**src/rtl/core/ptw_pkg.sv**
```systemverilog
// ----------------------------------------------------------------------------
// ptw_pkg
// Shared widths, codes, microcode word layout and control ROM for the
// four-level page-table walker.
// ----------------------------------------------------------------------------
package ptw_pkg;

  // Default store size in table pages
  localparam int TABLE_PAGES_DEF = 8;
  localparam int WORDS_PER_PAGE  = 512;

  // Field widths
  localparam int IDX_W     = 12;
  localparam int DATA_W    = 64;
  localparam int VA_W      = 64;
  localparam int PA_W      = 52;
  localparam int FRAME_W   = 40;
  localparam int SLOT_W    = 10;
  localparam int ENT_IDX_W = 9;
  localparam int CFG_IDX_W = 1;

  // Input word kinds
  localparam logic KIND_WRITE     = 1'b0;
  localparam logic KIND_TRANSLATE = 1'b1;

  // Configuration register indexes
  localparam logic [CFG_IDX_W-1:0] REG_ROOT_TABLE      = 1'd0;
  localparam logic [CFG_IDX_W-1:0] REG_DIRECT_MAP_BASE = 1'd1;

  localparam logic [VA_W-1:0] DIRECT_MAP_RESET = 64'hFFFF_8000_0000_0000;

  // Entry flag bit positions
  localparam int BIT_PRESENT = 0;
  localparam int BIT_USER    = 2;
  localparam int BIT_LARGE   = 7;

  // Walk levels
  localparam logic [1:0] LVL_PML4 = 2'd0;
  localparam logic [1:0] LVL_PDPT = 2'd1;
  localparam logic [1:0] LVL_PD   = 2'd2;
  localparam logic [1:0] LVL_PT   = 2'd3;

  // Datapath micro-operations
  typedef enum logic [2:0] {
    OP_ACCEPT = 3'd0,
    OP_CHECK  = 3'd1,
    OP_ISSUE  = 3'd2,
    OP_EVAL   = 3'd3,
    OP_EMIT   = 3'd4
  } uop_t;

  // Branch conditions
  typedef enum logic [1:0] {
    C_WALK     = 2'd0,
    C_END      = 2'd1,
    C_SLOT     = 2'd2,
    C_OUT_FREE = 2'd3
  } cond_t;

  typedef logic [2:0] step_t;

  localparam step_t S_IDLE  = 3'd0;
  localparam step_t S_CHECK = 3'd1;
  localparam step_t S_ISSUE = 3'd2;
  localparam step_t S_EVAL  = 3'd3;
  localparam step_t S_EMIT  = 3'd4;

  typedef struct packed {
    logic  in_ready;
    uop_t  op;
    cond_t cond;
    step_t on_true;
    step_t on_false;
  } uword_t;

  // Status from datapath to sequencer
  typedef struct packed {
    logic walk;
    logic end_now;
    logic slot_ok;
    logic out_free;
  } ptw_stat_t;

  // Control program: one word per step
  function automatic uword_t ucode_rom(step_t s);
    uword_t w;
    case (s)
      S_IDLE:  w = '{1'b1, OP_ACCEPT, C_WALK,     S_CHECK, S_IDLE};
      S_CHECK: w = '{1'b0, OP_CHECK,  C_END,      S_EMIT,  S_ISSUE};
      S_ISSUE: w = '{1'b0, OP_ISSUE,  C_SLOT,     S_EVAL,  S_ISSUE};
      S_EVAL:  w = '{1'b0, OP_EVAL,   C_END,      S_EMIT,  S_ISSUE};
      S_EMIT:  w = '{1'b0, OP_EMIT,   C_OUT_FREE, S_IDLE,  S_EMIT};
      default: w = '{1'b0, OP_ACCEPT, C_WALK,     S_IDLE,  S_IDLE};
    endcase
    return w;
  endfunction

  // Nine index bits of the virtual address for a level
  function automatic logic [ENT_IDX_W-1:0] level_index(logic [VA_W-1:0] va,
                                                       logic [1:0] lvl);
    logic [ENT_IDX_W-1:0] idx;
    case (lvl)
      LVL_PML4: idx = va[47:39];
      LVL_PDPT: idx = va[38:30];
      LVL_PD:   idx = va[29:21];
      LVL_PT:   idx = va[20:12];
      default:  idx = va[47:39];
    endcase
    return idx;
  endfunction

endpackage

```
**src/rtl/core/ptw_seq.sv**
```systemverilog
// ----------------------------------------------------------------------------
// ptw_seq
// Microcode sequencer: step counter, control ROM and two-way branch.
// ----------------------------------------------------------------------------
module ptw_seq import ptw_pkg::*; (
  input  logic      clk,
  input  logic      rst_n,
  input  ptw_stat_t stat,
  output uword_t    uw
);

  step_t step_r;
  step_t step_nxt;
  logic  taken;

  assign uw = ucode_rom(step_r);

  // Evaluate the branch condition of the current word
  always_comb begin
    case (uw.cond)
      C_WALK:     taken = stat.walk;
      C_END:      taken = stat.end_now;
      C_SLOT:     taken = stat.slot_ok;
      C_OUT_FREE: taken = stat.out_free;
      default:    taken = 1'b0;
    endcase
    step_nxt = taken ? uw.on_true : uw.on_false;
  end

  // Advance the step counter
  always_ff @(posedge clk) begin
    if (!rst_n) begin
      step_r <= S_IDLE;
    end else begin
      step_r <= step_nxt;
    end
  end

endmodule

```
**config.mk**
```make
export PLATFORM = sky130hd
export DESIGN_NAME = ptw_seq
export DESIGN_NICKNAME = d
export VERILOG_FILES = /design/src/rtl/core/ptw_pkg.sv /design/src/rtl/core/ptw_seq.sv
export SDC_FILE = /design/constraint.sdc
export NUM_CORES = 1
export LEC_CHECK = 0
export ABC_CLOCK_PERIOD_IN_PS = 1200
export BUFFER_PORTS_ARGS = -buffer_cell sky130_fd_sc_hd__buf_2
export CORE_AREA = 2 2 39 41
export CTS_BUF_LIST = sky130_fd_sc_hd__clkbuf_8
export DETAILED_ROUTE_END_ITERATION = 16
export DIE_AREA = 0 0 41 43
export GPL_ROUTABILITY_DRIVEN = 1
export SLEW_MARGIN = 20
export SYNTH_ARGS = -nofsm -noshare
export SYNTH_HDL_FRONTEND = slang
export SYNTH_SLANG_ARGS = --single-unit
```
**constraint.sdc**
```tcl
create_clock -name clk -period 1.2 [get_ports clk]
set_clock_uncertainty 0.1 [all_clocks]
set_input_delay 0.12 -clock clk [delete_from_list [all_inputs] [get_ports clk]]
set_output_delay 0.12 -clock clk [all_outputs]
set_load 0.02 [all_outputs]
```
### Word level (Yosys, flattened, before mapping)

Index checks and enable logic that the tools add are counted.

* logic and storage cells: 13
* bits in registers: 3

* mux-type cells: 3
* reduce and logical (&&, ||, !) cells: 2
* eq/ne operators: 7

Operators by type and width (count)
* 12-bit case mux with 5 select lines: 1
* 3-bit by 2-bit == test with 1-bit output (second input constant): 2
* 2-bit == test (second input constant): 2
* 1-bit case mux with 4 select lines: 1
* 3-bit by 1-bit == test with 1-bit output (second input constant): 1
* 3-bit == test (second input constant): 1
* 3-bit logical NOT: 1
* 3-bit 2-to-1 mux: 1
* 2-bit by 1-bit == test with 1-bit output (second input constant): 1
* 2-bit logical NOT: 1

### Logic depth before layout (Yosys ltp)

* depth in word-level cells: 5
* depth in mapped cells: 4
* mapped depth without buffers: 2

### Worst setup path before layout

No wires, ideal clock.

* path type: reg2out
* from: register step_r[2]
* to: output uw[4] (netlist bit)
* path buffers: 1
* arrival time: 1.061 ns
* setup slack: -0.081 ns
* cell stages (with the launch flop): 4
* cell sequence: dfxtp_1 -> buf_2 -> nor2_1 -> and2_1

RTL lines
* start, declared: line ptw_seq.sv:12 `step_t step_r;`
* start signal, assigned: line ptw_seq.sv:35 `step_r <= step_nxt;`
* end, declared: line ptw_seq.sv:9 `output uword_t uw`

==> results.txt <==
----------------------------------------------------
[Floorplanning]
  Horizontal die dimension ... 41 um
  Vertical extent of the die ... 43 um
  Core Box Area ... 1380 um^2
  Total I/O pin count ... 18
  Overall die area ... 1760 um^2
  Count of standard-cell rows ... 14
  Initial Util ... 15.9%

[Cells and area]
  Highest-count cells in the layout ignoring fill and taps ... sky130_fd_sc_hd__buf_2, sky130_fd_sc_hd__buf_4, sky130_fd_sc_hd__buf_6
  Largest register FFs ... 3
  Layout Nets ... 55
  Number of fillers in the final layout ... 150
  Most frequent standard cell in the layout excluding fill and tap cells ... sky130_fd_sc_hd__buf_2
  Count of antenna diodes in the layout ... 0
  Proportion of layout cells with a drive suffix above 1 ... 70.8%
  Top flop regs ... step_r x3
  Area overhead of the layout relative to synthesis ... 99.4%
  Register with the highest flop count ... step_r

[Critical path]
  Startpoint Class ... flip-flop
  Crit path arrival time ... 1.03 ns
  Kind of critical path ... flip-flop to output port
  Required arrival time at the worst endpoint ... 0.98 ns
  Maximum fanout along the worst path ... 4
  Worst reg2reg path startpoint ... step_r[0]
  Origin of the worst setup path ... step_r[0]
  Critical Path End Type ... output port

[CTS]
  Clock latency at the later pin of the worst-skew pair ... 0.21 ns
  Clock slew at the register clock pins of the worst setup and hold paths ... 0.03 ns
  CTS buffer count ... 3
  Number of sinks handled by clock tree synthesis ... 3
  TritonCTS clock tree ... done
  Max Buffers Root-to-Sink ... 2
  Hold buffers post-CTS ... 0
  Clock root buffer master ... sky130_fd_sc_hd__clkbuf_8
  Number of H-tree levels ... 1

[STA]
  Setup violation total in the final timing report ... 5
  Clock period minus final worst setup slack ... 1.25 ns
  Final count of hold timing violations ... 0
  Fmax ... 800 MHz
  Final-layout setup total negative slack ... -0.195 ns
  Unrepaired setup endpoints after global routing ... true
  Final worst slack ... -0.0505 ns
  Slew Viols, Final ... 0
  Final worst-path cycle share ... 104%

[Global route]
  First-pass GRT wire length ... 765 um
  Number of antenna violations at the first check in global routing ... 0
  Vias in the first global route ... 212
  Total track usage ... 6.92%
  Maximum number of pins on one net before global-route repair ... 8
  Overflow left after global routing ... 0

[Logic synthesis]
  Per-instance average area after synthesis ... 7.86 um^2
  Post-Syn Nets ... 34
  Count of mapped cells out of synthesis ... 28
  Post-synth top area share ... 27.3%
  Ys Warns ... 0
  Area of the mapped netlist ... 220 um^2
  Yosys cell types ... 18
  Ranking of synthesized cells by area ... sky130_fd_sc_hd__dfxtp_1, sky130_fd_sc_hd__buf_4, sky130_fd_sc_hd__nor2_1
  Cell accounting for the most synthesized area ... sky130_fd_sc_hd__dfxtp_1
  Number of register bits inferred by synthesis ... 3
  Sequential area share after synthesis ... 27.3%

[Routing]
  Via count ... 246
  Final wirelength ... 556 um
  Detailed-routing iteration count for the pre-antenna-repair pass ... 2
  DR vias/cell ... 3.84
  WL per Instance ... 8.69 um
  Drc violations ... 0
  Drt initial violations ... 1
  Number of antenna-violating nets in the routed design ... 0

[Pwr]
  Maximum vdd ir drop ... 0.762 mV
  P_leak ... 0.000222 uW
  PwrDens ... 1350 nW/um^2

[Place]
  RD Place Congestion ... 0.688
  Pre-CTS setup slack ... 0.0681 ns
  Quantity of I/O buffers inserted on ports ... 16

[Status]
  Status ... finished, violations left
  Violations in the final reports ... negative setup slack

[Worst hold path]
  Min-Delay Path Class ... primary input to flip-flop
  Hold Path Origin ... stat[2]

[Run]
  Max-capacitance violation count ... 0

----------------------------------------------------
cells by family (layout without fill, tap and decap cells):
family                 Yosys count  after routing  synth area share (%)
multiplexers                     1              1                  4.55
XOR/XNOR                         1              1                  3.98
flip-flops                       3              3                  27.3
AO/OA/AOI/OAI                    3              3                  9.66
other                            1              1                  1.70
AND/OR/NAND/NOR                 12             12                  31.2
buffers and inverters            7             27                  21.6
power breakdown:
part	internal [uW]	total, uW	switching (uW)
Combinational	97.4	197	99.6
Sequential	109	117	8.63
Clock	217	280	62.3
Yosys cell counts, drive strengths merged:
cell,number
buf,6
nor2,4
dfxtp,3
and2,2
nor2b,2
a2111oi,1
a21o,1
a21oi,1
conb,1
inv,1
mux2i,1
nand3b,1
nor3,1
nor4,1
or4b,1
xnor2,1
cell type report:
type,count,area [um^2],area share [%]
Timing Repair Buffer,22,165,37.6
Multi-Input combinational cell,18,139,31.6
Sequential cell,3,66.3,15.1
Clock buffer,3,41.3,9.40
Tap cell,16,20.0,4.56
Clock inverter,1,3.75,0.855
Inverter,1,3.75,0.855
metrics by stage:
stage / instances / utilization [%] / hold WS (ns) / instance area (um^2) / power, uW
after floorplan: 28 / - / 0.138 / 226 / 228
after global placement: 58 / 22.6 / 0.240 / 313 / 269
after detailed placement: 58 / 22.6 / 0.251 / 313 / 270
after CTS: 64 / 30.5 / 0.0171 / 422 / 591
after global routing: 64 / 31.7 / 0.0214 / 439 / 632
final: 64 / 31.7 / 0.0246 / 439 / 594
routing by layer:
metal,share of wire [%],global-route usage (%)
met1,37,6.41
met2,51,11.6
met3,11,4.71
met4,0,2.00
met5,0,0
what timing repair did:
action                                  CTS  global route
setup buffers                             2             0
resized for setup                        16             5
pin swaps                                 0             1
endpoints found under the setup margin   10             9
final timing paths:
path         slack, ns         to  cells past startpoint
max reg2reg       0.04  step_r[1]                      3
min               0.02  step_r[1]                      2
min reg2reg       0.46  step_r[2]                      2
max              -0.05      uw[2]                      3
worst max-delay path: stages (launching register included):
cell and delay, ns:
sky130_fd_sc_hd__dfxtp_2 0.33, sky130_fd_sc_hd__nor2_2 0.17, sky130_fd_sc_hd__and2_2 0.17, sky130_fd_sc_hd__buf_2 0.15
(Power assumes the default switching activity.)
